`src/sv/svf_pkg.sv`:
```
// ----------------------------------------------------------------------------
// svf_pkg
// Shared types, constants and the quarter-wave sine function for the scalar
// V/f modulation front end.
// ----------------------------------------------------------------------------
package svf_pkg;

  localparam int unsigned SineAddrBitsDef = 10;
  localparam logic [31:0] KSqrt2   = 32'd1518500250;
  localparam logic [31:0] KInvSqrt2 = 32'd759250125;
  localparam logic [15:0] IdxOne   = 16'd32768;
  localparam logic [14:0] ThreshRst = 15'd160;
  localparam int unsigned FifoDepth = 2;

  typedef enum logic [1:0] {
    REG_MODE   = 2'd0,
    REG_GAIN   = 2'd1,
    REG_THRESH = 2'd2
  } reg_idx_e;

  typedef enum logic [1:0] {
    MODE_CONT0 = 2'd0,
    MODE_DPWM  = 2'd1,
    MODE_AUTO  = 2'd2,
    MODE_CONT3 = 2'd3
  } svpwm_mode_e;

  typedef struct packed {
    logic [15:0]        volt_cmd;
    logic [15:0]        link_volt;
    logic signed [15:0] freq;
  } in_item_t;

  typedef struct packed {
    logic [15:0]        mod_index;
    logic [15:0]        out_volt;
    logic [31:0]        phase_out;
    logic signed [15:0] sin_val;
    logic signed [15:0] cos_val;
    logic signed [15:0] alpha_ref;
    logic signed [15:0] beta_ref;
    logic               use_dpwm60;
    logic               period_done;
  } out_item_t;

  // Classified work handed from front to back.
  typedef struct packed {
    logic [15:0] volt_cmd;
    logic [15:0] link_volt;
    logic        link_zero;
    logic [31:0] phase_new;
    logic        wrap;
    logic        dpwm;
  } work_t;

  // Quarter-wave sine entry k, evaluated at elaboration only (constant table).
  function automatic logic signed [15:0] quarter_sine(int unsigned k, int unsigned qbits);
    logic [63:0] x;
    logic [63:0] x2;
    logic [63:0] t;
    logic [63:0] s;
    x  = (64'd1686629713 * 64'(k)) >> qbits;
    x2 = (x * x) >> 30;
    // Nested Horner series up to x^13, innermost term first.
    t  = 64'd1073741824;
    t  = 64'd1073741824 - (((x2 * t) >> 30) / 64'd156);
    t  = 64'd1073741824 - (((x2 * t) >> 30) / 64'd110);
    t  = 64'd1073741824 - (((x2 * t) >> 30) / 64'd72);
    t  = 64'd1073741824 - (((x2 * t) >> 30) / 64'd42);
    t  = 64'd1073741824 - (((x2 * t) >> 30) / 64'd20);
    t  = 64'd1073741824 - (((x2 * t) >> 30) / 64'd6);
    s = (x * t) >> 30;
    s = (s + 64'd16384) >> 15;
    if (s > 64'd32767) s = 64'd32767;
    return 16'(s);
  endfunction

endpackage

```
`src/sv/svf_queue.sv`:
```
// ----------------------------------------------------------------------------
// svf_queue
// Small FIFO between the front and the back.
// ----------------------------------------------------------------------------
module svf_queue (
  input  logic           clk_i,
  input  logic           rst_ni,
  input  logic           wr_i,
  input  svf_pkg::work_t wdata_i,
  input  logic           rd_i,
  output svf_pkg::work_t rdata_o,
  output logic           valid_o,
  output logic [1:0]     count_o
);
  import svf_pkg::*;

  work_t      mem_q [FifoDepth];
  logic       wp_q, rp_q;
  logic [1:0] cnt_q;

  assign rdata_o = mem_q[rp_q];
  assign valid_o = cnt_q != '0;
  assign count_o = cnt_q;

  always_ff @(posedge clk_i) begin
    if (wr_i) mem_q[wp_q] <= wdata_i;
  end

  // Advance pointers and count.
  always_ff @(posedge clk_i or negedge rst_ni) begin
    if (!rst_ni) begin
      wp_q <= 1'b0; rp_q <= 1'b0; cnt_q <= '0;
    end else begin
      if (wr_i) wp_q <= ~wp_q;
      if (rd_i) rp_q <= ~rp_q;
      cnt_q <= cnt_q + 2'(wr_i) - 2'(rd_i);
    end
  end

endmodule

```
`config.mk`:
```
export PLATFORM = sky130hd
export DESIGN_NAME = svf_queue
export DESIGN_NICKNAME = d
export VERILOG_FILES = /design/src/sv/svf_pkg.sv /design/src/sv/svf_queue.sv
export SDC_FILE = /design/constraint.sdc
export NUM_CORES = 1
export LEC_CHECK = 0
export BUFFER_PORTS_ARGS = -buffer_cell sky130_fd_sc_hd__buf_2
export CAP_MARGIN = 25
export CELL_PAD_IN_SITES_DETAIL_PLACEMENT = 0
export CELL_PAD_IN_SITES_GLOBAL_PLACEMENT = 1
export CORE_UTILIZATION = 42
export DETAILED_ROUTE_END_ITERATION = 12
export PLACE_DENSITY_LB_ADDON = 0.1
export SYNTH_ARGS = -nofsm -noshare
export SYNTH_HDL_FRONTEND = slang
export SYNTH_SLANG_ARGS = --single-unit
```
`constraint.sdc`:
```
create_clock -name clk_i -period 4.7 [get_ports clk_i]
set_input_delay 0.235 -clock clk_i [delete_from_list [all_inputs] [get_ports clk_i]]
set_output_delay 0.235 -clock clk_i [all_outputs]
set_load 0.03 [all_outputs]
```
# Word level (Yosys, flattened, before mapping)
# Memories as Yosys holds them, arrays and structs flattened.
# Index checks and enable logic that the tools add are counted.
# totals
reg_bits	4
ram_bits	134
input_bits	71
memories	1
# mem_list
name	depth	width	rd	rd_ports_with_merged_regs	wr	line_no	text
mem_q	2	67	1	0	1	svf_queue.sv:17	work_t mem_q [FifoDepth];
# op_classes
addsub	2
muxes	2
bitwise	2
n_reduce_logical	1
# ops
cell	n
adder 2 x 1 -> 2 bit	1
two-way mux 1 bit	2
inverter 1 bit	2
nonzero test 2 bit	1
subtractor 2 x 1 -> 2 bit	1

# Longest topological paths before layout
# Gate-level depths: netlist of run 1.
# depth
ltp_word	2
depth_mapped	5
ltp_nobuf	5

# Least setup slack after synthesis of run 1
# No wires, ideal clock.
# synth_timing
path_kind	register to register
start	register wp_q
end	memory mem_q[0][0] (netlist bit), enable pin
t_arrival_ns	3.379
required_time_ns	4.200
setup_slack_ns	0.821
stages_incl_launch_ff	2
path_buffers	0
path_cell_list	dfrtp_1 > nor2b_1
# synth_lines
item	line_no	text
start: declaration	svf_queue.sv:18	logic wp_q, rp_q;
start signal: assignment	svf_queue.sv:34	if (wr_i) wp_q <= ~wp_q;
end: declaration	svf_queue.sv:17	
# Straight into the memory's write port.

==> results of run 1 <==
## per-layer routing
layer | track usage | part of all wire | vias to the layer above
li1 | - | - | 1253
met2 | 0.2306 | 0.48 | 93
met5 | 0 | 0 | -
met1 | 0.1827 | 0.43 | 1291
met3 | 0.05832 | 0.067 | 15
met4 | 0.07733 | 0.019 | 0
## area by class of cell
type | instances | area share
sequential | 138 | 0.6044
timing repair buffer | 174 | 0.1561
multi-input combinational | 75 | 0.1354
clock buffer | 29 | 0.07475
tap | 143 | 0.02620
clock inverter | 3 | 0.002015
inverter | 2 | 0.001099
## flip-flops by register name (all words and copies together), names as in the netlist
| name | flops |
|---|---|
| count_o | 2 |
| rp_q | 1 |
| mem_q | 134 |
| wp_q | 1 |
## stage by stage
stage	area (um2)	hold slack (ps)	worst slack (ps)	utilization	total power (uW)
finish	6829	20.87	2555	0.5856	4411
global route	6829	3.070	2473	0.5856	4605
CTS	6802	1.222	2238	0.5832	4449
detailed placement	5967	52.65	2682	0.5116	3261
global placement	5947	43.52	2436	0.5099	3244
floorplan	5119	-60.59	820.6	-	2903
## placed cells by master (no fill, tap or decap), drive strengths merged
cell	count
dlygate4sd3	31
nor2b	1
buf	143
inv	2
clkinv	3
ha	2
mux2	67
clkbuf	29
xor2	2
and2	1
edfxtp	134
or2	1
dfrtp	4
xor3	1
## worst reg2reg max path: cells and delay by family, from the launching register on
family | cells | cell delay, ps
buf+inv | 2 | 660
flops | 1 | 420
simple gates | 1 | 390
## worst paths after layout
path                       cells past startpoint  slack (ps)            to   startpoint
max                                            3        2550   rdata_o[61]         rp_q
min                                            1          20  mem_q[1][57]  wdata_i[57]
max reg2reg                                    3        2860  mem_q[0][62]         wp_q
min reg2reg                                    1         550          wp_q         wp_q
max in group asynchronous                      2        4400          rp_q       rst_ni
min in group asynchronous                      2         160          wp_q       rst_ni
## cells in the mapped netlist
cell | count | area, um2
and2_1 | 1 | 6.260
xor3_1 | 1 | 23.77
ha_1 | 2 | 25.02
buf_2 | 4 | 20.02
mux2_4 | 20 | 300.3
inv_1 | 2 | 7.510
xor2_1 | 2 | 17.52
or2_2 | 1 | 6.260
buf_8 | 2 | 30.03
buf_6 | 2 | 22.52
mux2_2 | 47 | 529.3
dfrtp_1 | 4 | 100.1
edfxtp_1 | 134 | 4024
nor2b_1 | 1 | 6.260
## cell families (layout without fill, tap and decap cells)
family	count (synthesis)	after routing	share of synthesized area
flip-flops	138	138	0.8057
multiplexers	67	67	0.1621
buffers and inverters	10	208	0.01564
XOR/XNOR	3	3	0.008067
AND/OR/NAND/NOR	3	3	0.003669
adder cells (fa/ha/maj)	2	2	0.004888
## where the power goes
group / switching (uW) / internal, uW
registers: 85.1 / 1640
logic: 950 / 576
clock network: 433 / 727
total: 1470 / 2940
==> summary.md, run 1 <==
| Metric | Value |
|---|---|
| RSZ-0062 raised after global routing | false |
| Pleak | 0.002679 uW |
| Vias | between 2000 and 3000 |
| Post-Syn Area | between 5000 and 6000 um2 |
| CTS buffer count | 17 |
| Initial Utilization | 0.4389 |
| Tmin final | approximately 2100 ps |
| Sequential share of the synthesized area | 0.8057 |
| CP Max Fanout | 54 |
| Setup crit end kind | output pin |
| DIE AREA | 12630 um2 |
| Via density | ~4.7 |
| Die W | 112.4 um |
| Non-filler instance count after layout | approximately 560 |
| DP Wirelength | around 5400 um |
| Final period util | 0.4564 |
| WL final | approximately 8800 um |
| # clock sinks | around 140 |
| Chip height | 112.4 um |
| Port Buf Inserts | 140 |
| CTS resizes | 0 |
| Crit-path slowest cell | dfrtp_4 |
| CTS root buf | clkbuf_16 |
| # setup viols final | 0 |
| Drt wl/cell | 15.58 um |
| Antenna violations before repair | 0 |
| Fill cells | around 900 |
| Critical path class | flip-flop to output pin |
| Worst Setup Start Kind | flip-flop |
| Number of antenna-violating nets in the routed design | 0 |
| Core area | 11660 um2 |
| Syn avg cell area | ~23 um2 |
| Worst VDD drop | roughly 0.58 mV |
| Overflow after GRT | 0 |
| CTS H-tree lvls | 4 |
| # rows | 39 |
| Critical Path RT | roughly 4500 ps |
| Vias in the first global route | around 2700 |
| Status | finished clean |
| Worst Max-Slew Pin Slew | between 900 and 1000 ps |
| Arr. time, crit path | 1910 ps |
| Layout cells sized above 1 | 0.5629 |
| Critical Path Max Stage Delay | around 570 ps |
| DR iter-0 viols | between 100 and 150 |
| First-pass GRT wire length | about 14000 um |
| Max-cap viol count | 0 |
| Post-Synthesis Cells | roughly 220 |
| WP buf/inv | 2 |
| Maximum clock rate | roughly 470 MHz |
| DR pass1 iterations | 4 |
| Hold WC Path Type | input pin to flip-flop |
| Clock-pin slew on the worst setup and hold paths | roughly 50 ps |
| TritonCTS clock tree | built |
| FF/Latch Area | about 4100 um2 |
| Gp weighted congestion | around 0.65 |
| Largest net degree at the start of global routing | a little under 70 |
| Slew HR | 0.3733 |
| Ys Warns | 0 |
| Hold buffers post-CTS | 31 |
| Diodes inserted | 0 |
| Largest delay contributor family on the critical path | flip-flops |
| Hold Fails Final Rpt | 0 |
| Setup bufs post-CTS | 0 |
| Boundary Pins | 141 |
| CTS max path bufs | 2 |
| Clock Latency Late Sink | around 410 ps |
| Worst Skew | 5.640 ps |
| Distinct cells, synth | 14 |
| Drc violations | 0 |
| Power per cell area | around 650 nW/um2 |
| CP Cell Sequence | buf_16 -> mux2_2 -> buf_2 |
| Syn Nets | roughly 300 |
| # nets final | 481 |
| Final TNS setup | 0 ps |
| Area of the multi-input gates | 924.6 um2 |
| Slew Limit Fails | 0 |
| Seq cells post-synth | about 140 |
| Placed Instances | 500 |
| Syn-to-layout area delta | 33.41% |
| Overall routing resource usage | 0.1493 |
Power figures use the tool's default switching activity.
==> run 2: changes to the inputs <==
clock period = 2.05 ns   (was 4.7 ns; I/O delays follow)
==> run 2 against run 1 <==
Critical path type unchanged. Core utilization rose by 3.9 points. Sequential cell count unchanged. Sequential share of layout area shrank 3.8 points. Combinational power up 140%.
==> summary.md, run 2 (synthesized netlist as in run 1, its figures left out) <==
| Metric | Value |
|---|---|
| Number of antenna-violating nets in the routed design | 0 |
| First-pass GRT wire length | around 15000 um |
| Tmin final | ~1900 ps |
| CTS H-tree lvls | 4 |
| Top Usage Layer GRT | met2 |
| Met2 GRT Util | 0.2658 |
| Clock Latency Late Sink | ~400 ps |
| Largest delay contributor family on the critical path | flip-flops |
| # nets final | ~520 |
| Overflow after GRT | 0 |
| RSZ-0062 raised after global routing | false |
| Max-cap viol count | 0 |
| # setup viols final | 0 |
| Maximum clock rate | roughly 530 MHz |
| Vias in the first global route | between 2000 and 3000 |
| Placed cell areas | 6022 um2 |
| Setup crit end kind | output pin |
| Power per cell area | ~1400 nW/um2 |
| Antenna violations before repair | 0 |
| Hold Fails Final Rpt | 0 |
| Largest net degree at the start of global routing | 39 |
| Clock-pin slew on the worst setup and hold paths | about 50 ps |
| DR iter-0 viols | 96 |
| Chip height | around 110 um |
| Drt wl/cell | 15.37 um |
| CTS resizes | 0 |
| Pleak | around 0.0029 uW |
| DIE AREA | 12630 um2 |
| DR pass1 iterations | 4 |
| Commonest cells after routing, fill and taps aside | buf_2 (140), edfxtp_1 (134), dlygate4sd3_1 (70) |
| CTS root buf | clkbuf_16 |
| Worst VDD drop | 0.8617 mV |
| Final TNS setup | 0 ps |
| Crit-path slowest cell | dfrtp_4 |
| Reg2Reg Depth | 2 |
| Critical Path RT | between 1500 and 2000 ps |
| Boundary Pins | around 140 |
| Syn-to-layout area delta | 42.31% |
| Status | finished clean |
| Die W | about 110 um |
| WHS | 62.08 ps |
| # rows | 39 |
| Commonest non-fill, non-tap cell in the layout | buf_2 |
| Final period util | 0.9179 |
| Initial Utilization | 0.4389 |
| Critical path class | flip-flop to output pin |
| Via density | about 4.6 |
| Met1 usage in global routing | 0.1898 |
| Overall routing resource usage | 0.1610 |
| CP Max Fanout | 28 |
| WP buf/inv | 2 |
| Worst Max-Slew Pin Slew | 528.5 ps |
| Gp weighted congestion | 0.7006 |
| Largest register FFs | between 100 and 150 |
| Critical Path Max Stage Delay | around 570 ps |
| Core area | 11660 um2 |
| Non-filler instance count after layout | 607 |
| Design area | between 7000 and 8000 um2 |
| TritonCTS clock tree | built |
| Placed Instances | between 500 and 600 |
| Drc violations | 0 |
| Met3 Use GR | 0.05616 |
| Hold WC Path Type | input pin to asynchronous set/reset pin |
| Crit. path cell count | 3 |
| DP Wirelength | between 5000 and 6000 um |
| Diodes inserted | 0 |
| Arr. time, crit path | roughly 1800 ps |
| Port Buf Inserts | 140 |
| Most flops, register | mem_q |
| # clock sinks | roughly 140 |
| CTS max path bufs | 2 |
| Worst Setup Start Kind | flip-flop |
| Vias | 2800 |
| CTS buffer count | 17 |
| Slew Limit Fails | 0 |
| WL final | between 9000 and 10000 um |
| Slew HR | 0.6476 |
| Worst Skew | between 6 and 7 ps |
| CP Cell Sequence | buf_12 -> mux2_2 -> buf_2 |
| Layout cells sized above 1 | 0.5216 |
-- run 2: cell types whose count changed in the layout (fill, tap and decap cells not counted) --
cell / delta
buf_4: +2
bufinv_16: +1
buf_16: -1
buf_6: +1
dlygate4sd3_1: +39
buf_12: +2
clkbuf_1: -1
-- run 2: repair_timing --
item | 4_1_cts | 5_1_grt
setup endpoints to repair | 2 | 0
hold buffers | 70 | 0
buffers inserted | 1 | 0
endpoints found under the hold margin | 141 | 0
-- run 2: cell type report --
class | instances | area (um2)
inverters | 2 | 7.507
well taps | 143 | 178.9
multi-input cells | 75 | 924.6
flip-flops and latches | 138 | 4128
clock buffers | 28 | 506.7
clock inverters | 4 | 43.79
repair buffers | 217 | 1495
fillers | 858 | 4378
-- run 2: path summary, 6_finish.rpt --
| path | from | to | slack (ps) |
|---|---|---|---|
| min in group clk_i | wdata_i[63] | mem_q[1][63] | 410 |
| max in group asynchronous | rst_ni | rp_q | 1850 |
| max | rp_q | rdata_o[9] | 170 |
| min | rst_ni | count_o[0] | 60 |
| min reg2reg | wp_q | wp_q | 550 |
| max reg2reg | wp_q | mem_q[0][41] | 670 |
-- run 2: power by group --
group / total [uW] / switching (uW) / internal [uW]
clock: 2780 / 995 / 1790
combinational: 3640 / 2210 / 1430
sequential: 3950 / 196 / 3760
-- run 2: stage by stage --
step / power (uW) / utilization / setup slack, ps
6_report: 10380 / 0.6246 / 168.2
5_1_grt: 10830 / 0.6246 / 100.7
4_1_cts: 10510 / 0.6246 / 127.8
3_5_place_dp: 7556 / 0.5164 / 430.8
3_3_place_gp: 7545 / 0.5164 / 450.4
2_1_floorplan: 6631 / - / 208.9
-- run 2: worst register-to-register path, cell delays in order, from the launching register on --
cell,delay (ps)
dfrtp_1,420
nor2b_4,120
buf_4,450
-- run 2: layer usage --
metal	wire [um]	part of all wire
met1	3954	0.42
met2	4706	0.50
met4	195	0.021
met3	476	0.051
met5	0	0
