===== src/sv/svf_pkg.sv =====
// ----------------------------------------------------------------------------
// svf_pkg
// Shared types, constants and the quarter-wave sine function for the scalar
// V/f modulation front end.
// ----------------------------------------------------------------------------
package svf_pkg;

  localparam int unsigned SineAddrBitsDef = 10;
  localparam logic [31:0] KSqrt2   = 32'd1518500250;
  localparam logic [31:0] KInvSqrt2 = 32'd759250125;
  localparam logic [15:0] IdxOne   = 16'd32768;
  localparam logic [14:0] ThreshRst = 15'd160;
  localparam int unsigned FifoDepth = 2;

  typedef enum logic [1:0] {
    REG_MODE   = 2'd0,
    REG_GAIN   = 2'd1,
    REG_THRESH = 2'd2
  } reg_idx_e;

  typedef enum logic [1:0] {
    MODE_CONT0 = 2'd0,
    MODE_DPWM  = 2'd1,
    MODE_AUTO  = 2'd2,
    MODE_CONT3 = 2'd3
  } svpwm_mode_e;

  typedef struct packed {
    logic [15:0]        volt_cmd;
    logic [15:0]        link_volt;
    logic signed [15:0] freq;
  } in_item_t;

  typedef struct packed {
    logic [15:0]        mod_index;
    logic [15:0]        out_volt;
    logic [31:0]        phase_out;
    logic signed [15:0] sin_val;
    logic signed [15:0] cos_val;
    logic signed [15:0] alpha_ref;
    logic signed [15:0] beta_ref;
    logic               use_dpwm60;
    logic               period_done;
  } out_item_t;

  // Classified work handed from front to back.
  typedef struct packed {
    logic [15:0] volt_cmd;
    logic [15:0] link_volt;
    logic        link_zero;
    logic [31:0] phase_new;
    logic        wrap;
    logic        dpwm;
  } work_t;

  // Quarter-wave sine entry k, evaluated at elaboration only (constant table).
  function automatic logic signed [15:0] quarter_sine(int unsigned k, int unsigned qbits);
    logic [63:0] x;
    logic [63:0] x2;
    logic [63:0] t;
    logic [63:0] s;
    x  = (64'd1686629713 * 64'(k)) >> qbits;
    x2 = (x * x) >> 30;
    // Nested Horner series up to x^13, innermost term first.
    t  = 64'd1073741824;
    t  = 64'd1073741824 - (((x2 * t) >> 30) / 64'd156);
    t  = 64'd1073741824 - (((x2 * t) >> 30) / 64'd110);
    t  = 64'd1073741824 - (((x2 * t) >> 30) / 64'd72);
    t  = 64'd1073741824 - (((x2 * t) >> 30) / 64'd42);
    t  = 64'd1073741824 - (((x2 * t) >> 30) / 64'd20);
    t  = 64'd1073741824 - (((x2 * t) >> 30) / 64'd6);
    s = (x * t) >> 30;
    s = (s + 64'd16384) >> 15;
    if (s > 64'd32767) s = 64'd32767;
    return 16'(s);
  endfunction

endpackage


===== src/sv/svf_back.sv =====
// ----------------------------------------------------------------------------
// svf_back
// Divides for the modulation index, scales the reachable voltage, looks up
// sine and cosine and forms alpha and beta references.
// ----------------------------------------------------------------------------
module svf_back #(
  parameter int unsigned SINE_ADDR_BITS = svf_pkg::SineAddrBitsDef
) (
  input  logic               clk_i,
  input  logic               rst_ni,
  input  logic               work_valid_i,
  input  svf_pkg::work_t     work_i,
  output logic               work_ready_o,
  output logic               res_valid_o,
  input  logic               res_ready_i,
  output svf_pkg::out_item_t res_o
);
  import svf_pkg::*;

  localparam int unsigned QBits = SINE_ADDR_BITS - 2;
  localparam int unsigned QLen  = 1 << QBits;

  typedef enum logic [2:0] {
    B_IDLE, B_DIV, B_V1, B_V2, B_TRIG, B_SCALE, B_OUT
  } bstate_e;

  // Constant quarter-wave table.
  function automatic logic signed [15:0] rom_at(logic [QBits:0] k);
    logic signed [15:0] tab [QLen+1];
    for (int i = 0; i <= QLen; i++) tab[i] = quarter_sine(i, QBits);
    return tab[k];
  endfunction

  function automatic logic signed [15:0] lookup(logic [SINE_ADDR_BITS-1:0] a);
    logic [1:0]       quad;
    logic [QBits-1:0] off;
    logic signed [15:0] v;
    quad = a[SINE_ADDR_BITS-1 -: 2];
    off  = a[QBits-1:0];
    if (quad[0]) v = rom_at((QBits+1)'(QLen) - {1'b0, off});
    else         v = rom_at({1'b0, off});
    return quad[1] ? -v : v;
  endfunction

  bstate_e     state_q;
  work_t       w_q;
  logic [47:0] num_q;     // dividend shift register
  logic [31:0] den_q;
  logic [5:0]  cnt_q;
  logic [47:0] quo_q;
  logic [15:0] idx_q;
  logic [31:0] lv_q;
  logic [63:0] vp_q;
  logic [SINE_ADDR_BITS-1:0] addr;
  logic [48:0] rem_try;
  logic [48:0] rem_q;
  logic signed [32:0] alpha_p;
  logic signed [32:0] beta_p;

  assign work_ready_o = state_q == B_IDLE;
  assign addr = w_q.phase_new[31 -: SINE_ADDR_BITS];
  assign rem_try = {rem_q[47:0], num_q[47]} - {17'd0, den_q};

  // Full-width index times cosine and sine.
  assign alpha_p = $signed({1'b0, idx_q}) * res_o.cos_val;
  assign beta_p  = $signed({1'b0, idx_q}) * res_o.sin_val;

  always_ff @(posedge clk_i or negedge rst_ni) begin
    if (!rst_ni) begin
      state_q     <= B_IDLE;
      res_valid_o <= 1'b0;
    end else begin
      unique case (state_q)
        B_IDLE: if (work_valid_i) begin
          w_q   <= work_i;
          num_q <= 48'(work_i.volt_cmd) * 48'(KSqrt2);
          den_q <= {1'b0, work_i.link_volt, 15'd0};
          rem_q <= '0;
          cnt_q <= '0;
          state_q <= B_DIV;
        end
        // Restoring divide, one quotient bit per cycle.
        B_DIV: begin
          num_q <= {num_q[46:0], 1'b0};
          if (!rem_try[48]) begin
            rem_q <= rem_try;
            quo_q <= {quo_q[46:0], 1'b1};
          end else begin
            rem_q <= {rem_q[47:0], num_q[47]};
            quo_q <= {quo_q[46:0], 1'b0};
          end
          cnt_q <= cnt_q + 6'd1;
          if (cnt_q == 6'd47) state_q <= B_V1;
        end
        B_V1: begin
          if (w_q.link_zero || quo_q > 48'(IdxOne)) idx_q <= IdxOne;
          else idx_q <= quo_q[15:0];
          state_q <= B_V2;
        end
        B_V2: begin
          lv_q <= 32'(w_q.link_volt) * 32'(idx_q);
          state_q <= B_TRIG;
        end
        B_TRIG: begin
          vp_q <= 64'(lv_q) * 64'(KInvSqrt2);
          res_o.sin_val <= lookup(addr);
          res_o.cos_val <= lookup(addr + SINE_ADDR_BITS'(QLen));
          state_q <= B_SCALE;
        end
        B_SCALE: begin
          res_o.mod_index   <= idx_q;
          res_o.out_volt    <= vp_q[60:45];
          res_o.phase_out   <= w_q.phase_new;
          res_o.alpha_ref   <= alpha_p[30:15];
          res_o.beta_ref    <= beta_p[30:15];
          res_o.use_dpwm60  <= w_q.dpwm;
          res_o.period_done <= w_q.wrap;
          res_valid_o <= 1'b1;
          state_q <= B_OUT;
        end
        B_OUT: if (res_ready_i) begin
          res_valid_o <= 1'b0;
          state_q <= B_IDLE;
        end
        default: state_q <= B_IDLE;
      endcase
    end
  end

endmodule


===== config.mk =====
export PLATFORM = sky130hd
export DESIGN_NAME = svf_back
export DESIGN_NICKNAME = d
export VERILOG_FILES = /design/src/sv/svf_pkg.sv /design/src/sv/svf_back.sv
export SDC_FILE = /design/constraint.sdc
export NUM_CORES = 2
export LEC_CHECK = 0
export BUFFER_PORTS_ARGS = -buffer_cell sky130_fd_sc_hd__clkbuf_2
export CAP_MARGIN = 20
export CELL_PAD_IN_SITES_DETAIL_PLACEMENT = 1
export CELL_PAD_IN_SITES_GLOBAL_PLACEMENT = 2
export CORE_MARGIN = 2
export CORE_UTILIZATION = 46
export DETAILED_ROUTE_END_ITERATION = 8
export GPL_TIMING_DRIVEN = 1
export PLACE_DENSITY = 0.95
export SYNTH_ARGS = -nofsm -noshare
export SYNTH_HDL_FRONTEND = slang
export SYNTH_SLANG_ARGS = --single-unit

===== constraint.sdc =====
create_clock -name clk_i -period 12.59 [get_ports clk_i]
set_input_delay 1.8885 -clock clk_i [delete_from_list [all_inputs] [get_ports clk_i]]
set_output_delay 1.8885 -clock clk_i [all_outputs]
set_load 0.005 [all_outputs]

# After elaboration in Yosys (flattened, before gate mapping)
# Cells that the tools add are included.
# classes
addsub	7
n_mul	5
div	0
order_cmp	5
n_eq_ne	10
n_shift	0
muxes	40
bitwise_logic	4
reduce_logical	13
# op_table
cell	n
binary-select mux 16 bit (select 9 bit)	4
two-way mux 16 bit	22
one-hot mux 48 bit (2 select lines)	2
two-way mux 48 bit	3
multiplier 17 x 16 -> 31 bit	2
multiplier 32 x 30 -> 61 bit (second input constant)	1
subtractor 49 x 31 -> 49 bit	1
greater-than comparator 48 x 16 -> 1 bit (second input constant)	1
multiplier 16 x 30 -> 46 bit (second input constant)	1
greater-or-equal comparator 10 bit (second input constant)	4
multiplier 16 x 16 -> 32 bit	1
negator 16 bit	2
one-hot mux 3 bit (7 select lines)	1
inverter 8 -> 10 bit	2
inverter 9 -> 10 bit	2
subtractor 9 x 8 -> 9 bit (first input constant)	2
one-hot mux 6 bit (2 select lines)	1
AND reduction 2 bit	6
adder 10 x 9 -> 10 bit (second input constant)	1
== test 3 bit (second input constant)	3
two-way mux 3 bit	3
AND reduction 3 bit	3
adder 6 x 1 -> 6 bit (second input constant)	1
== test 3 x 2 -> 1 bit (second input constant)	2
other kinds (9)	13
# word_totals
reg_bits	444
latchBits	0
mem_bits_rw	0
rom_bits	0
input_bits	71
elab_cells	107
mem_count	0

# Depth between registers and ports, before layout
# depth
ltp_word	10
mapped_depth	27

# Least setup slack after synthesis
# Ideal clock, no wire load.
# synth_path
path_kind	input to register
startpoint	input work_i[56] (netlist bit)
endpoint	register num_q[44], data pin
setup_time_ns	0.270
arrival_ns	7.333
t_required_ns	12.320
slack_ns	4.987
path_stages	24
n_path_buf	0
cell_sequence	inv_1 > ha_1 > inv_1 > fa_1 > inv_1 > fa_1 > inv_1 > fa_1 > inv_1 > fa_1 > inv_1 > fa_1 > ha_1 > and3_1 > and3_1 > a2111oi_0 > o31ai_1 > a21oi_1 > o21ai_0 > a21oi_1 > o311ai_0 > o311ai_0 > xor2_1 > a21oi_1
# synth_between
elab_chain_len	3
# synth_rtl
element	line_no	text
start: declaration	svf_back.sv:12	input svf_pkg::work_t work_i,
multiplier 16 x 30 -> 46 bit	svf_back.sv:76	num_q <= 48'(work_i.volt_cmd) * 48'(KSqrt2);
two-way mux 48 bit	svf_back.sv:74	B_IDLE: if (work_valid_i) begin
one-hot mux 48 bit (2 select lines)	svf_back.sv:73	unique case (state_q)
end signal: assignment	svf_back.sv:76	
end signal: assignment	svf_back.sv:84	num_q <= {num_q[46:0], 1'b0};
end: declaration	svf_back.sv:47	logic [47:0] num_q;
# Every way passes these cells. The select of a mux whose other input is x is not followed.
# A chain may end at the register's enable or synchronous reset.

# Final worst setup path
# layout_path
startpoint	register lv_q[22]
endpoint	register vp_q[60], data pin
# layout_between
elab_chain_len	1
# layout_rtl
element	line_no	text
start: declaration	svf_back.sv:52	logic [31:0] lv_q;
start signal: assignment	svf_back.sv:101	lv_q <= 32'(w_q.link_volt) * 32'(idx_q);
multiplier 32 x 30 -> 61 bit	svf_back.sv:105	vp_q <= 64'(lv_q) * 64'(KInvSqrt2);
end signal: assignment	svf_back.sv:105	
end: declaration	svf_back.sv:53	logic [63:0] vp_q;
# Every way passes these cells.

==> flow_metrics.env <==
export IMPL_place_hpwl_mm=186
export IMPL_cp_slowest_cell="a2111oi_0"
export IMPL_initial_utilization_pct=46.5
export IMPL_yosys_top_cells_count="1511 x inv_1, 1069 x fa_1, 961 x ha_1"
export IMPL_coreArea_sq_mm=0.154
export IMPL_fin_nets=9650
export IMPL_slew_viol_final=0
export IMPL_post_drt_via_cell_ratio=5.86
export IMPL_grtUsageMet3_pct=5.11
export IMPL_start_kind="register"
export IMPL_ys_warnings_count=0
export IMPL_area_delta_synth_final_pct=6.47
export IMPL_postSynthAreaPerCell_sq_um=9.47
export IMPL_clk_latency_ns=0.68
export IMPL_grt_busiest_layer="met2"
export IMPL_grt_start_max_net_pins=69
export IMPL_clockBufferDepth=3
export IMPL_tritoncts="built"
export IMPL_post_cts_buffers=0
export IMPL_max_slew_margin_rel_pct=20.8
export IMPL_yosys_most_used_dff="edfxtp_1"
export IMPL_fp_dieArea_sq_mm=0.159
export IMPL_rsz0062_at_grt="no"
export IMPL_synth_fp_nets=9674
export IMPL_cts_buffers_inserted=52
export IMPL_worst_slew_pin_slew_ns=1.18
export IMPL_ys_top_cells_by_area="fa_1 30%, ha_1 17%, edfxtp_1 16%"
export IMPL_grt_pass1_wl_mm=377
export IMPL_grt_usage_pct=30.9
export IMPL_fin_tns_setup_ns=0
export IMPL_fmax_ghz=0.117
export IMPL_postCtsHoldBufs=0
export IMPL_synth_edff_count=394
export IMPL_wl_per_cell_um=25.2
export IMPL_grt_pass1_vias=62900
export IMPL_max_stage_delay_ns=0.76
export IMPL_clockRootBuffer="clkbuf_16"
export IMPL_finalClockSkew_ns=0.0310
export IMPL_crit_top_cell="fa_1"
export IMPL_ant_nets=0
export IMPL_gr_total_overflow=0
export IMPL_die_w_um=399
export IMPL_cts_resized=0
export IMPL_path_clk_slew_ns=0.07
export IMPL_wl_mm=242
export IMPL_clock_sinks=398
export IMPL_hold_viol=0
export IMPL_hold_class="reg2reg"
export IMPL_antenna_found_initial=5
export IMPL_drive_gt1_share_pct=6.30
export IMPL_ioPinCount=203
export IMPL_yosys_cell_count_top_type="inv_1"
export IMPL_met2_usage_pct=51.0
export IMPL_cp_end_kind="register"
export IMPL_drc_errors=0
export IMPL_dr_total_vias=56400
export IMPL_period_share_pct=67.9
export IMPL_syn_area_sq_mm=0.0717
export IMPL_synth_seq_cells=398
export IMPL_synth_seq_area_share_pct=16.6
export IMPL_critPathKind="reg2reg"
export IMPL_drt_first_pass_iters=5
export IMPL_setup_viol=0
export IMPL_async_reset_ff_share_pct=1.01
export IMPL_h_tree_depth=2
export IMPL_min_period_ns=8.55
export IMPL_use_met1_pct=39.9
export IMPL_syn_inst=7573
export IMPL_die_y_um=399
export IMPL_cap_violations=0
export IMPL_yosysTopAreaCell="fa_1"
export IMPL_cp_max_fo=7
export IMPL_status="complete, no violations"
export IMPL_r2r_slack_ns=4.04
export IMPL_required_ns=12.99
export IMPL_arrival_ns=8.95
export IMPL_synth_cell_types=100
export IMPL_place_congestion=0.968
export IMPL_synth_top_area_share_pct=29.8
export IMPL_place_port_buffers=202
export IMPL_drt_iter0_markers=3943
export IMPL_core_rowCount=144
## state kept, by name, summed over array words and instances, names as in the netlist
register / flops
quo_q: 48
addr: 10
vp_q: 16
num_q: 47
state_q: 3
cnt_q: 6
rem_q: 48
den_q: 16
res_o: 130
idx_q: 16
res_valid_o: 1
lv_q: 32
w_q: 25
## cell families after synthesis
family,after synthesis,share of synthesized area [%]
buffers and inverters,1890,9.99
adders and majority gates,2031,46.6
DFF,398,16.6
muxes,38,0.724
xor gates and xnor gates,210,2.58
and+or+nand+nor,1834,12.5
AOI/OAI and AO/OA,1172,11.0
## routing by layer
layer  share of wire, %  vias up
met2                 47     1991
met4                4.9        6
met1                 41    29200
met3                6.7      566
met5              0.017        -
li1                   -    24700
## worst max-delay path, delay by kind of cell (launching register included)
family                   cells  cell delay [ns]
flip-flops                   1             0.61
XOR/XNOR                     1             0.06
AO/OA/AOI/OAI                5             1.78
buffers and inverters        6             0.32
adder cells (fa/ha/maj)      9             4.34
AND/OR/NAND/NOR              5             1.16
## per-stage QoR
| stage | std cells | instance area, sq um | hold WS, ns | utilization [%] | setup WS [ns] |
|---|---|---|---|---|---|
| 6_report | 9637 | 76400 | 0.418 | 49.5 | 4.04 |
| 5_1_grt | 9636 | 76400 | 0.421 | 49.5 | 3.59 |
| 4_1_cts | 9636 | 76400 | 0.419 | 49.5 | 4.00 |
| 3_5_place_dp | 9539 | 74600 | 0.405 | 48.3 | 3.46 |
| 3_3_place_gp | 9538 | 74600 | 0.401 | 48.3 | 3.49 |
| 2_1_floorplan | 7573 | 71700 | 0.400 | - | 4.99 |
## path summary, 6_finish.rpt
path / startpoint / end / cells past startpoint
max: lv_q[22] / vp_q[60] / 26
min reg2reg: w_q[2] / res_o[66] / 0
max reg2reg: lv_q[22] / vp_q[60] / 26
min in group asynchronous: rst_ni / state_q[1] / 1
min: w_q[2] / res_o[66] / 0
max in group asynchronous: rst_ni / res_valid_o / 1
## placed cells by master, fill, tap and decap left out, types with 23 or more instances in the layout
| cell | netlist | layout |
|---|---|---|
| clkbuf_2 | 0 | 202 |
| nor3_1 | 78 | 77 |
| a21oi_1 | 304 | 304 |
| nand2_1 | 694 | 693 |
| or2_2 | 26 | 26 |
| fa_1 | 1069 | 1069 |
| o22ai_1 | 29 | 29 |
| and3_1 | 28 | 27 |
| inv_1 | 1511 | 1510 |
| nand2b_1 | 101 | 101 |
| o21a_1 | 24 | 24 |
| or3_1 | 32 | 32 |
| a211oi_1 | 49 | 49 |
| nor2b_1 | 51 | 51 |
| o221ai_1 | 28 | 28 |
| and2_1 | 358 | 357 |
| a31oi_1 | 42 | 42 |
| nand3_1 | 78 | 78 |
| nor2_1 | 282 | 278 |
| nand4_1 | 23 | 23 |
| edfxtp_1 | 394 | 394 |
| o21ai_0 | 222 | 222 |
| o311ai_0 | 27 | 27 |
| xor2_1 | 79 | 79 |
| buf_4 | 1 | 89 |
| clkbuf_16 | 0 | 52 |
| nor4_1 | 32 | 32 |
| o211ai_1 | 42 | 42 |
| o31ai_1 | 39 | 39 |
| xnor2_1 | 129 | 126 |
| a311oi_1 | 33 | 33 |
| ha_1 | 961 | 958 |
| a21o_1 | 79 | 79 |
## layout make-up
class                   instances  area [sq um]
well taps                    2044          2560
diodes                          1          2.50
repair buffers                292          1680
clock inverters                43           462
clock buffers                  54          1310
fillers                     17500         78000
flip-flops and latches        398         11900
multi-input cells            5285         52700
inverters                    1520          5710
Power is not shown: default switching activity piles up to over one toggle a cycle in this logic, so the estimate is an artifact.
