## src/sv/svf_pkg.sv

```systemverilog
// ----------------------------------------------------------------------------
// svf_pkg
// Shared types, constants and the quarter-wave sine function for the scalar
// V/f modulation front end.
// ----------------------------------------------------------------------------
package svf_pkg;

  localparam int unsigned SineAddrBitsDef = 10;
  localparam logic [31:0] KSqrt2   = 32'd1518500250;
  localparam logic [31:0] KInvSqrt2 = 32'd759250125;
  localparam logic [15:0] IdxOne   = 16'd32768;
  localparam logic [14:0] ThreshRst = 15'd160;
  localparam int unsigned FifoDepth = 2;

  typedef enum logic [1:0] {
    REG_MODE   = 2'd0,
    REG_GAIN   = 2'd1,
    REG_THRESH = 2'd2
  } reg_idx_e;

  typedef enum logic [1:0] {
    MODE_CONT0 = 2'd0,
    MODE_DPWM  = 2'd1,
    MODE_AUTO  = 2'd2,
    MODE_CONT3 = 2'd3
  } svpwm_mode_e;

  typedef struct packed {
    logic [15:0]        volt_cmd;
    logic [15:0]        link_volt;
    logic signed [15:0] freq;
  } in_item_t;

  typedef struct packed {
    logic [15:0]        mod_index;
    logic [15:0]        out_volt;
    logic [31:0]        phase_out;
    logic signed [15:0] sin_val;
    logic signed [15:0] cos_val;
    logic signed [15:0] alpha_ref;
    logic signed [15:0] beta_ref;
    logic               use_dpwm60;
    logic               period_done;
  } out_item_t;

  // Classified work handed from front to back.
  typedef struct packed {
    logic [15:0] volt_cmd;
    logic [15:0] link_volt;
    logic        link_zero;
    logic [31:0] phase_new;
    logic        wrap;
    logic        dpwm;
  } work_t;

  // Quarter-wave sine entry k, evaluated at elaboration only (constant table).
  function automatic logic signed [15:0] quarter_sine(int unsigned k, int unsigned qbits);
    logic [63:0] x;
    logic [63:0] x2;
    logic [63:0] t;
    logic [63:0] s;
    x  = (64'd1686629713 * 64'(k)) >> qbits;
    x2 = (x * x) >> 30;
    // Nested Horner series up to x^13, innermost term first.
    t  = 64'd1073741824;
    t  = 64'd1073741824 - (((x2 * t) >> 30) / 64'd156);
    t  = 64'd1073741824 - (((x2 * t) >> 30) / 64'd110);
    t  = 64'd1073741824 - (((x2 * t) >> 30) / 64'd72);
    t  = 64'd1073741824 - (((x2 * t) >> 30) / 64'd42);
    t  = 64'd1073741824 - (((x2 * t) >> 30) / 64'd20);
    t  = 64'd1073741824 - (((x2 * t) >> 30) / 64'd6);
    s = (x * t) >> 30;
    s = (s + 64'd16384) >> 15;
    if (s > 64'd32767) s = 64'd32767;
    return 16'(s);
  endfunction

endpackage

```

## src/sv/svf_front.sv

```systemverilog
// ----------------------------------------------------------------------------
// svf_front
// Accepts input beats, advances the phase accumulator, flags wraps and picks
// the SVPWM variant; pushes classified work into the queue.
// ----------------------------------------------------------------------------
module svf_front (
  input  logic              clk_i,
  input  logic              rst_ni,
  input  logic              take_i,
  input  svf_pkg::in_item_t item_i,
  input  logic [1:0]        mode_i,
  input  logic [31:0]       gain_i,
  input  logic [14:0]       thresh_i,
  output svf_pkg::work_t    work_o,
  output logic              work_valid_o
);
  import svf_pkg::*;

  typedef enum logic { F_IDLE, F_MUL } fstate_e;

  fstate_e     state_q;
  in_item_t    item_q;
  logic [31:0] phase_q, phase_d;
  logic [47:0] prod_q;
  logic [15:0] mag;
  logic [31:0] stepv;
  logic [32:0] sum;
  logic        neg;
  logic        dp;

  assign mag = item_i.freq[15] ? 16'(-item_i.freq) : item_i.freq;
  assign neg = item_q.freq[15];
  assign stepv = prod_q[47:16];

  // Add or subtract the step with carry/borrow out.
  always_comb begin
    if (neg) sum = {1'b0, phase_q} - {1'b0, stepv};
    else     sum = {1'b0, phase_q} + {1'b0, stepv};
    phase_d = sum[31:0];
    unique case (svpwm_mode_e'(mode_i))
      MODE_DPWM: dp = 1'b1;
      MODE_AUTO: dp = $signed(item_q.freq) > $signed({1'b0, thresh_i});
      default:   dp = 1'b0;
    endcase
  end

  // Multiply when a beat is taken, then update the phase in F_MUL.
  always_ff @(posedge clk_i or negedge rst_ni) begin
    if (!rst_ni) begin
      state_q      <= F_IDLE;
      phase_q      <= '0;
      work_valid_o <= 1'b0;
    end else begin
      work_valid_o <= 1'b0;
      unique case (state_q)
        F_IDLE: if (take_i) begin
          item_q  <= item_i;
          prod_q  <= 48'(mag) * 48'(gain_i);
          state_q <= F_MUL;
        end
        F_MUL: begin
          phase_q <= phase_d;
          work_o.volt_cmd  <= item_q.volt_cmd;
          work_o.link_volt <= item_q.link_volt;
          work_o.link_zero <= item_q.link_volt == '0;
          work_o.phase_new <= phase_d;
          work_o.wrap      <= sum[32];
          work_o.dpwm      <= dp;
          work_valid_o     <= 1'b1;
          state_q          <= F_IDLE;
        end
        default: state_q <= F_IDLE;
      endcase
    end
  end

endmodule

```

## config.mk

```make
export PLATFORM = sky130hd
export DESIGN_NAME = svf_front
export DESIGN_NICKNAME = d
export VERILOG_FILES = /design/src/sv/svf_pkg.sv /design/src/sv/svf_front.sv
export SDC_FILE = /design/constraint.sdc
export NUM_CORES = 1
export LEC_CHECK = 0
export BUFFER_PORTS_ARGS = -buffer_cell sky130_fd_sc_hd__clkbuf_2
export CORE_ASPECT_RATIO = 2
export CORE_MARGIN = 5
export CORE_UTILIZATION = 64
export CTS_BUF_LIST = sky130_fd_sc_hd__clkbuf_8
export CTS_CLUSTER_SIZE = 12
export DETAILED_ROUTE_END_ITERATION = 8
export GPL_TIMING_DRIVEN = 1
export PLACE_DENSITY = 0.84
export SLEW_MARGIN = 20
export SYNTH_ARGS = -nofsm -noshare
export SYNTH_HDL_FRONTEND = slang
export SYNTH_SLANG_ARGS = --single-unit
```

## constraint.sdc

```tcl
create_clock -name clk_i -period 4.2 [get_ports clk_i]
set_input_delay 0.42 -clock clk_i [delete_from_list [all_inputs] [get_ports clk_i]]
set_output_delay 0.42 -clock clk_i [all_outputs]
set_load 0.01 [all_outputs]
```

Word level (Yosys, flattened, before mapping):

Cells that the tools add are included.

* output and inout port bits: 68
* input bits: 100
* word-level logic and storage cells: 30
* register bits after elaboration: 197

* order comparisons: 1
* reduce and logical (&&, ||, !) cells: 3
* equality and inequality tests: 2
* bitwise operators: 1
* multiply operators: 1
* add/sub/neg operators: 3
* muxes and demuxes: 6

Operator list (number)
* $mul A16 B32 Y48: 1
* $add A32 B32 Y33: 1
* $mux W33: 1
* $sub A32 B32 Y33: 1
* $gt A16 B16 Y1: 1
* $logic_not A16 Y1: 1
* $mux W16: 1
* $neg A16 Y16: 1
* $pmux W1 S2: 2
* $reduce_and A3 Y1: 1
* $eq A2 B1 Y1 const B: 1
* $eq A2 B2 Y1 const B: 1
* $mux W1: 2
* $reduce_and A2 Y1: 1
* $not A1 Y1: 1

Depth between registers and ports, before layout:

Gate-level depths: netlist of run 1.

* depth in word-level cells: 3
* mapped depth: 33
* depth with buffers taken out: 29

Least setup slack after synthesis of run 1:

No wires, ideal clock.

* kind: input to register
* from: input port item_i[0] (netlist name)
* to: register prod_q[41] (data pin)
* path slack: -3215 ps
* path buffers: 4
* setup time: 262 ps
* cell stages on the path: 31
* data required time: 3938 ps
* data arrival time: 7153 ps
* cell sequence: clkbuf_2 -> clkbuf_1 -> inv_1 -> ha_1 -> nand2_1 -> o31ai_1 -> and2_1 -> nand2_1 -> xor2_1 -> clkbuf_1 -> nand2_1 -> fa_1 -> inv_1 -> fa_1 -> fa_1 -> fa_1 -> fa_1 -> inv_1 -> fa_1 -> inv_1 -> ha_1 -> clkbuf_1 -> a21oi_1 -> o21ai_0 -> a221oi_1 -> o21ai_0 -> a41o_1 -> a211oi_4 -> o21ba_2 -> o21ai_1 -> xor2_1

* longest elaborated chain between the ends: 3

RTL lines
* start: declaration: RTL line svf_front.sv:10 `input svf_pkg::in_item_t item_i,`
* $neg A16 Y16: RTL line svf_front.sv:31 `assign mag = item_i.freq[15] ? 16'(-item_i.freq) : item_i.freq;`
* $mux W16 (*): RTL line svf_front.sv:31
* $mul A16 B32 Y48 (*): RTL line svf_front.sv:58 `prod_q <= 48'(mag) * 48'(gain_i);`
* end signal: assignment: RTL line svf_front.sv:58
* end: declaration: RTL line svf_front.sv:24 `logic [47:0] prod_q;`

Mark *: on every way between the ends. The rest lies on a longest branch, timed or not.
A chain may end at the register's enable or synchronous reset.

Final worst setup path of run 1:

* from: input port item_i[0] (netlist name)
* to: register prod_q[45] (data pin)

The elaborated chain is that of the path after synthesis.

==> impl_metrics.tcl, run 1 <==
set metrics [dict create \
    status "complete, but fails checks" \
    failed_checks "negative setup slack" \
    rsz0062_at_grt "true" \
    drc 0 \
    nNetsFinal 3570 \
    clkTransAtPathRegs_ns 0.12 \
    r2r-end "work_o[33]" \
    placementRows 101 \
    cp-end-kind "flip-flop" \
    synth_edf_count 147 \
    clk_latency_ns 0.50 \
    gp_congestion 0.9767 \
    grt_pass1_wl_um 105700 \
    grt_max_degree 81 \
    worstSetupStartpointType "input port" \
    synthFlopType "edfxtp_1" \
    post_synth.cell_area_avg_um2 9.826 \
    clk_path_buf_depth 2 \
    worstMarginPinSlew_ns 1.086 \
    regToRegSetupSlack_ns 0.07 \
    initial_core_util_pct 64.69 \
    maxSlewHeadroom_pct 27.63 \
    wl_per_cell_um 20.04 \
    slowest_delay_ns 0.56 \
    antenna_found_initial 1 \
    crit_type "input port to flip-flop" \
    track_usage_pct 31.43 \
    syn_to_final_growth_pct 20.48 \
    crit_start "item_i[0]" \
    firstDrtPassIters 6 \
    worstPathMaxFanout 7 \
    ant_nets 0 \
    grt_pass1_vias 21957 \
    io_pins 168 \
    drtIter0Drc 1046 \
    drv_cap 0 \
    final.period_utilization_pct 167.9 \
    hold_path_depth 1 \
    cp_slowest_cell "fa_1" \
    portBuffers 167 \
    dp_slack_ns -3.345 \
    mappedNetlistArea_mm2 0.02453 \
    grt_overflow 0 \
    layout_setup_ws_ns -2.853 \
    synth_warnings 0 \
    r2r_start "prod_q[16]" \
    instances_no_fill 3361 \
    finClkSkew_ns 0.02079 \
    root_buffer "clkbuf_8" \
    setup_viol 32 \
    htreeDepth 4 \
    placed_cells 3291 \
    synth_cell_types 68 \
    cts.sinks 181 \
    slew_violations 0 \
    fp.dieH_um 286.8 \
    cp.arrival_ns 7.30 \
    worst-r2r-cell-count 18 \
    numCtsBuffers 17 \
    syn_nets 3182 \
    clock.fmax_mhz 141.8 \
    viasPerCell 5.840 \
    netlist_instances 2496 \
    holdPathEnd "item_q[23]" \
    core-area_mm2 0.03791 \
    hpwlAfterDp_um 54040 \
    routed_wl_um 67360 \
    hp-start "item_i[23]" \
    cts_tree "done" \
    synth_seq_cells 181 \
    required_ns 4.45 \
    layout-drive-gt1-share_pct 23.20 \
    ys_seq_area_share_pct 21.47 \
    finalHoldViolations 0 \
    dieArea_mm2 0.04258 \
    ys_async_sr_fraction_pct 18.78 \
    fin_crit_ns 7.053 \
    cp_common_cell "fa_1" \
    hold_path_class "input port to flip-flop" \
    dieWidth_um 148.4 \
    num_vias 19629 \
]
[worst max-delay path by stage]
stage	end	cells after the start	slack (ns)
final	prod_q[45]	30	-2.85
after global routing	prod_q[45]	30	-3.04
after CTS	prod_q[44]	28	-2.77
after detailed placement	prod_q[45]	29	-3.35
after global placement	prod_q[45]	29	-3.22
after floorplan	prod_q[41]	28	-2.92
[critical path: cells and delay by family]
kind,cells,cell delay (ns)
XOR/XNOR,2,0.35
AND/OR/NAND/NOR,7,1.24
adder cells (fa/ha/maj),7,3.24
buffers and inverters,7,0.72
AO/OA/AOI/OAI,7,1.31
[flip-flops by register name (all words and copies together) (netlist names)]
signal / count
prod_q: 32
work_valid_o: 1
work_o: 67
state_q: 1
item_q: 48
phase_q: 32
[repair_timing]
action,in CTS,in global routing
setup buffers,9,24
endpoints found under the setup margin,35,44
gates cloned,1,3
endpoints found under the hold margin,14,0
hold buffers,1,0
gates resized for setup,54,58
pin swaps,27,41
[metrics by stage]
step | utilization, % | area (um^2) | hold WS (ns) | TNS [ns]
6_report | 77.94 | 29550 | 0.08787 | -79.79
3_5_place_dp | 74.36 | 28190 | 0.4045 | -96.88
4_1_cts | 76.39 | 28960 | 0.06832 | -77.27
2_1_floorplan | - | 24800 | 0.1244 | -81.54
3_3_place_gp | 74.36 | 28190 | 0.4008 | -93.74
5_1_grt | 77.94 | 29550 | 0.05703 | -85.77
[final cells by class]
class,count,area (um^2)
diodes,1,2.502
clock buffers,17,234.0
clock inverters,15,206.4
fillers,2332,8363
inverters,512,1922
multi-input cells,1701,17690
flip-flops and latches,181,5265
well taps,463,579.3
repair buffers,471,3646
[routing by layer]
| layer | GRT usage, % | routed length (um) | vias up |
|---|---|---|---|
| li1 | - | - | 8480 |
| met4 | 20.90 | 5538 | 0 |
| met3 | 3.739 | 3977 | 398 |
| met1 | 31.92 | 21170 | 9735 |
| met5 | 0 | 0 | - |
| met2 | 59.10 | 36670 | 1016 |
[logic make-up after synthesis]
group	count (synthesis)	share of synthesized area [%]
flip-flops	181	21.47
XOR/XNOR	104	3.745
AO/OA/AOI/OAI	237	6.464
adder cells (fa/ha/maj)	586	42.69
multiplexers	33	1.515
AND/OR/NAND/NOR	741	14.61
buffers and inverters	614	9.514
[synth_stat cells (5+ instances only)]
cell type	instances	share of area, %
and3_1	12	0.31
nand2b_1	10	0.26
nor2_1	56	0.86
nand2_1	376	5.8
inv_1	512	7.8
o21ai_0	39	0.80
ha_1	168	8.6
and2_1	196	5.0
nand3b_1	5	0.15
a211oi_1	5	0.15
o21bai_1	6	0.18
o21ai_1	6	0.12
clkbuf_1	93	1.4
o21a_1	8	0.24
xnor2_1	79	2.8
a31oi_1	10	0.26
nor3_1	12	0.24
nor4_1	9	0.23
edfxtp_1	147	18
o31ai_1	5	0.15
nand4_1	10	0.26
a21oi_1	81	1.7
a21o_1	44	1.3
nor2b_1	16	0.41
fa_1	418	34
xor2_1	24	0.86
mux2_2	29	1.3
dfrtp_1	34	3.5
nand3_1	17	0.35
[cell usage in the layout (no fill, tap or decap), types with 10 or more instances in the layout]
| cell type | n |
|---|---|
| fa_1 | 413 |
| xnor2_1 | 70 |
| nor2_1 | 50 |
| clkbuf_2 | 166 |
| nand3_1 | 16 |
| nand4_1 | 10 |
| nand2_1 | 368 |
| edfxtp_1 | 147 |
| inv_1 | 506 |
| buf_4 | 257 |
| ha_1 | 156 |
| buf_6 | 10 |
| and3_1 | 10 |
| and2_4 | 10 |
| xor2_1 | 21 |
| a21o_1 | 44 |
| dfrtp_1 | 34 |
| buf_12 | 33 |
| clkbuf_8 | 17 |
| o21ai_0 | 28 |
| ha_4 | 10 |
| a21oi_2 | 16 |
| a21oi_1 | 63 |
| nor2b_1 | 15 |
| mux2_2 | 29 |
| and2_1 | 185 |
Power of run 1 is left out: the tool's default activity adds up to more than one toggle a clock period on the data nets, which glitch-free logic cannot reach.
==> run 2, diff against run 1 <==
SETUP_SLACK_MARGIN = 0.5   (was default)
clock period = 7.8 ns   (was 4.2 ns; I/O delays follow)
==> impl_metrics.tcl, run 2 (synthesis gave the netlist of run 1 again) <==
set metrics [dict create \
    status "finished, final reports clean" \
    dieWidth_um 148.4 \
    slowest_delay_ns 0.58 \
    top_regs "work_o x67, item_q x48" \
    fin_crit_ns 7.562 \
    grt_pass1_wl_um 101100 \
    hpwlAfterDp_um 48800 \
    finalHoldViolations 0 \
    grt_max_degree 81 \
    clock.fmax_mhz 132.2 \
    path_buf_inv 5 \
    track_usage_pct 30.10 \
    cp-end-kind "flip-flop" \
    busiest_layer "met2" \
    syn_to_final_growth_pct 13.86 \
    portBuffers 167 \
    final_common_cell "inv_1" \
    finClkSkew_ns 0.01537 \
    nNetsFinal 3391 \
    worstMarginPinSlew_ns 1.053 \
    ant_nets 0 \
    routed_wl_um 65130 \
    worstSetupStartpointType "input port" \
    met3_usage_pct 3.802 \
    drc 0 \
    cp_slowest_cell "fa_2" \
    cts_hold_buf 0 \
    grt_use_met2_pct 55.55 \
    wl_per_cell_um 20.47 \
    largest_register "work_o" \
    htreeDepth 4 \
    met1_usage_pct 33.10 \
    clk_path_buf_depth 2 \
    io_pins 168 \
    worstPathMaxFanout 6 \
    antenna_found_initial 1 \
    mostFrequentLayoutCells "inv_1, fa_1, nand2_1, and2_1, clkbuf_2" \
    required_ns 8.02 \
    rsz0062_at_grt "true" \
    initial_core_util_pct 64.69 \
    clkTransAtPathRegs_ns 0.11 \
    drv_cap 0 \
    dieArea_mm2 0.04258 \
    hold_path_class "input port to async pin" \
    cts_tree "done" \
    setup_viol 0 \
    firstDrtPassIters 5 \
    placementRows 101 \
    layout-drive-gt1-share_pct 17.70 \
    clk_latency_ns 0.48 \
    viasPerCell 5.917 \
    final.period_utilization_pct 96.95 \
    largest_register_ffs 67 \
    cts.sinks 181 \
    fin_tns_setup_ns 0 \
    path_delay_family "adder cells" \
    core-area_mm2 0.03791 \
    drtIter0Drc 1143 \
    slew_violations 0 \
    maxSlewHeadroom_pct 29.83 \
    grt_pass1_vias 20700 \
    cp.arrival_ns 7.78 \
    num_vias 18829 \
    numCtsBuffers 17 \
    grt_overflow 0 \
    fillerInstances 2494 \
    root_buffer "clkbuf_8" \
    gp_congestion 0.9438 \
    crit_type "input port to flip-flop" \
    fp.dieH_um 286.8 \
]
-- run 2: cell types whose count changed in the layout (fill, tap and decap cells not counted), moves of 5 or more --
cell / delta
ha_1: -8
o21ai_2: -5
o21ai_0: +5
buf_12: -16
nor2_2: -5
buf_4: -164
fa_2: +5
fa_1: -5
clkinvlp_4: +5
ha_4: +8
-- run 2: per-layer routing --
layer | wire length, um | up-vias
li1 | - | 8123
met1 | 21290 | 9375
met2 | 34560 | 988
met3 | 4559 | 343
met4 | 4709 | 0
met5 | 0 | -
-- run 2: final timing paths --
check,startpoint,slack [ns],cells past startpoint,to
max,item_i[0],0.24,28,prod_q[41]
min,rst_ni,0.33,2,phase_q[24]
max reg2reg,prod_q[16],3.06,16,work_o[1]
min reg2reg,item_q[34],0.44,0,work_o[53]
max in group asynchronous,rst_ni,7.09,2,phase_q[3]
min in group clk_i,item_q[34],0.44,0,work_o[53]
-- run 2: area by class of cell --
cell class | instances | area, um^2 | area share [%]
Inverter | 512 | 1922 | 6.882
Multi-Input combinational cell | 1703 | 17680 | 63.30
Clock inverter | 15 | 163.9 | 0.5869
Sequential cell | 181 | 5265 | 18.85
Antenna cell | 1 | 2.502 | 0.008961
Clock buffer | 17 | 234.0 | 0.8379
Tap cell | 463 | 579.3 | 2.074
Timing Repair Buffer | 290 | 2082 | 7.456
-- run 2: stage by stage --
stage          std cells  setup slack [ns]  area [um^2]  util, %  hold slack [ns]
2_1_floorplan       2496            0.3224        24680        -           0.3888
3_3_place_gp        3118           -0.1690        26600    70.17           0.4014
3_5_place_dp        3118           -0.2317        26600    70.17           0.4077
4_1_cts             3156            0.4227        27140    71.58           0.3321
5_1_grt             3182           0.09294        27930    73.66           0.3657
6_report            3182            0.2378        27930    73.66           0.3320
-- run 2: what timing repair did --
action                     4_1_cts  5_1_grt
cloned                           2        3
setup buffers                    4       21
pin swaps                        8       48
setup endpoints to repair       13       23
resized for setup               16       96
Power of run 2 is left out for the same reason.
==> run 3, diff against run 2 <==
ABC_AREA = 1   (was default)
CORE_UTILIZATION = 65   (was 64)
PLACE_DENSITY = 0.85   (was 0.84)
==> impl_metrics.tcl, run 3 <==
set metrics [dict create \
    crit_type "input port to flip-flop" \
    final_common_cell "nand2_1" \
    regToRegSetupSlack_ns 3.58 \
    finalHoldViolations 0 \
    clock.fmax_mhz 138.6 \
    num_vias 22567 \
    ys_async_sr_fraction_pct 18.78 \
    status "complete, but fails checks" \
    track_usage_pct 41.61 \
    syn_to_final_growth_pct 9.587 \
    crit_start "item_i[1]" \
    cp.arrival_ns 7.46 \
    final.period_utilization_pct 92.50 \
    cp-end-kind "flip-flop" \
    top_regs "work_o x67, item_q x48" \
    synth.most_common_cell "nand2_1" \
    drc 1 \
    slowest_delay_ns 0.54 \
    dp_slack_ns -0.2496 \
    dieWidth_um 150.8 \
    yosysTopAreaCellShare_pct 32.46 \
    syn_nets 3801 \
    largest_register_ffs 67 \
    placementRows 103 \
    rsz0062_at_grt "false" \
    fin_tns_setup_ns 0 \
    worst-r2r-cell-count 17 \
    finClkSkew_ns 0.02298 \
    synthFlopType "edfxtp_1" \
    post_synth.cell_area_avg_um2 8.275 \
    r2r_start "prod_q[16]" \
    synth_cell_types 44 \
    fin_crit_ns 7.215 \
    setup_viol 0 \
    largest_register "work_o" \
    instances_no_fill 3828 \
    mappedNetlistArea_mm2 0.02578 \
    failed_checks "design-rule violations" \
    initial_core_util_pct 65.58 \
    worstPathMaxFanout 23 \
    grt_max_degree 68 \
    grt_overflow 0 \
    slew_violations 0 \
    yosysTopAreaCell "fa_1" \
    dieArea_mm2 0.04398 \
    ant_nets 0 \
    numCtsBuffers 17 \
    worstMarginPinSlew_ns 0.8440 \
    root_buffer "clkbuf_8" \
    cts_tree "done" \
    viasPerCell 5.895 \
    layout-drive-gt1-share_pct 11.02 \
    fp.dieH_um 291.6 \
    antenna_found_initial 1 \
    io_pins 168 \
    placed_cells 3783 \
    clk_path_buf_depth 2 \
    ys_seq_area_share_pct 20.43 \
    wl_per_cell_um 23.15 \
    drv_cap 0 \
    synth_edf_count 147 \
    grt_pass1_wl_um 135700 \
    synth_warnings 0 \
    synthTopCellsByArea "fa_1, edfxtp_1, nand2_1" \
    worstSetupStartpointType "input port" \
    cp_slowest_cell "fa_1" \
    hpwlAfterDp_um 71800 \
    cp_common_cell "fa_1" \
    synth_seq_cells 181 \
    clkTransAtPathRegs_ns 0.12 \
    fillerInstances 3053 \
    maxSlewHeadroom_pct 43.73 \
    routed_wl_um 88620 \
    clk_latency_ns 0.52 \
    synth_common_cells "nand2_1, inv_1, fa_1" \
    required_ns 8.05 \
    mostFrequentLayoutCells "nand2_1, inv_1, fa_1, nor2_1, clkbuf_2" \
    portBuffers 167 \
    cts.sinks 181 \
    firstDrtPassIters 9 \
    layout_setup_ws_ns 0.5851 \
    nNetsFinal 3975 \
    hold_path_class "input port to async pin" \
    gp_congestion 1.080 \
    r2r-end "work_o[26]" \
    core-area_mm2 0.03931 \
    htreeDepth 4 \
    drtIter0Drc 1658 \
    netlist_instances 3115 \
    grt_pass1_vias 25105 \
]
## run 3: cell types whose count changed after synthesis, sizes merged, moves of 35 or more
cell,before,now
nor2,56,364
a21o,44,9
clkbuf,96,56
nand3,17,63
inv,512,683
xnor2,80,23
nand2,377,741
and2,196,8
## run 3: critical path: cells and delay by family
kind	cells	cell delay, ns
AOI/OAI and AO/OA	2	0.44
xor gates and xnor gates	2	0.47
adders and majority gates	8	3.53
buffers and inverters	6	0.73
and+or+nand+nor	10	1.51
## run 3: stage by stage
step,area [um^2],utilization [%],hold WS [ns]
floorplan,25780,-,0.3519
global placement,27420,69.76,0.4010
detailed placement,27420,69.76,0.4045
CTS,27860,70.88,0.3043
global route,28250,71.86,0.3467
finish,28250,71.86,0.3198
## run 3: per-layer routing
metal | vias to the layer above | GRT usage [%] | routed length (um)
li1 | 9730 | - | -
met1 | 10864 | 38.12 | 24860
met2 | 1343 | 72.93 | 45510
met3 | 630 | 8.447 | 6290
met4 | 0 | 40.74 | 11960
met5 | - | 0 | 0
## run 3: worst max-delay path by stage
| stage | to | slack (ns) |
|---|---|---|
| final | prod_q[38] | 0.59 |
| after global routing | prod_q[38] | 0.45 |
| after CTS | prod_q[47] | 0.55 |
| after detailed placement | prod_q[46] | -0.25 |
| after global placement | prod_q[46] | -0.14 |
| after floorplan | prod_q[44] | 1.12 |
## run 3: cell type report
type	count	area, um^2	area share, %
inverter	691	2611	9.244
antenna	1	2.502	0.008859
clock buffer	17	234.0	0.8283
timing repair inverter	1	6.256	0.02215
tap	525	656.9	2.325
sequential	181	5265	18.64
timing repair buffer	235	1459	5.165
multi-input combinational	2162	17820	63.07
clock inverter	15	196.4	0.6954
## run 3: repair_timing
item,in CTS,in global routing
pin swaps,0,8
cloned,0,2
buffers inserted,0,10
endpoints found under the setup margin,3,29
resized for setup,4,82
hold buffers,0,0
## run 3: cell families after synthesis
| logic type | synth area share [%] |
|---|---|
| AOI/OAI and AO/OA | 5.141 |
| xor gates and xnor gates | 2.684 |
| adders and majority gates | 40.62 |
| buffers and inverters | 11.38 |
| DFF | 20.43 |
| and+or+nand+nor | 19.75 |
Power of run 3 is left out for the same reason.
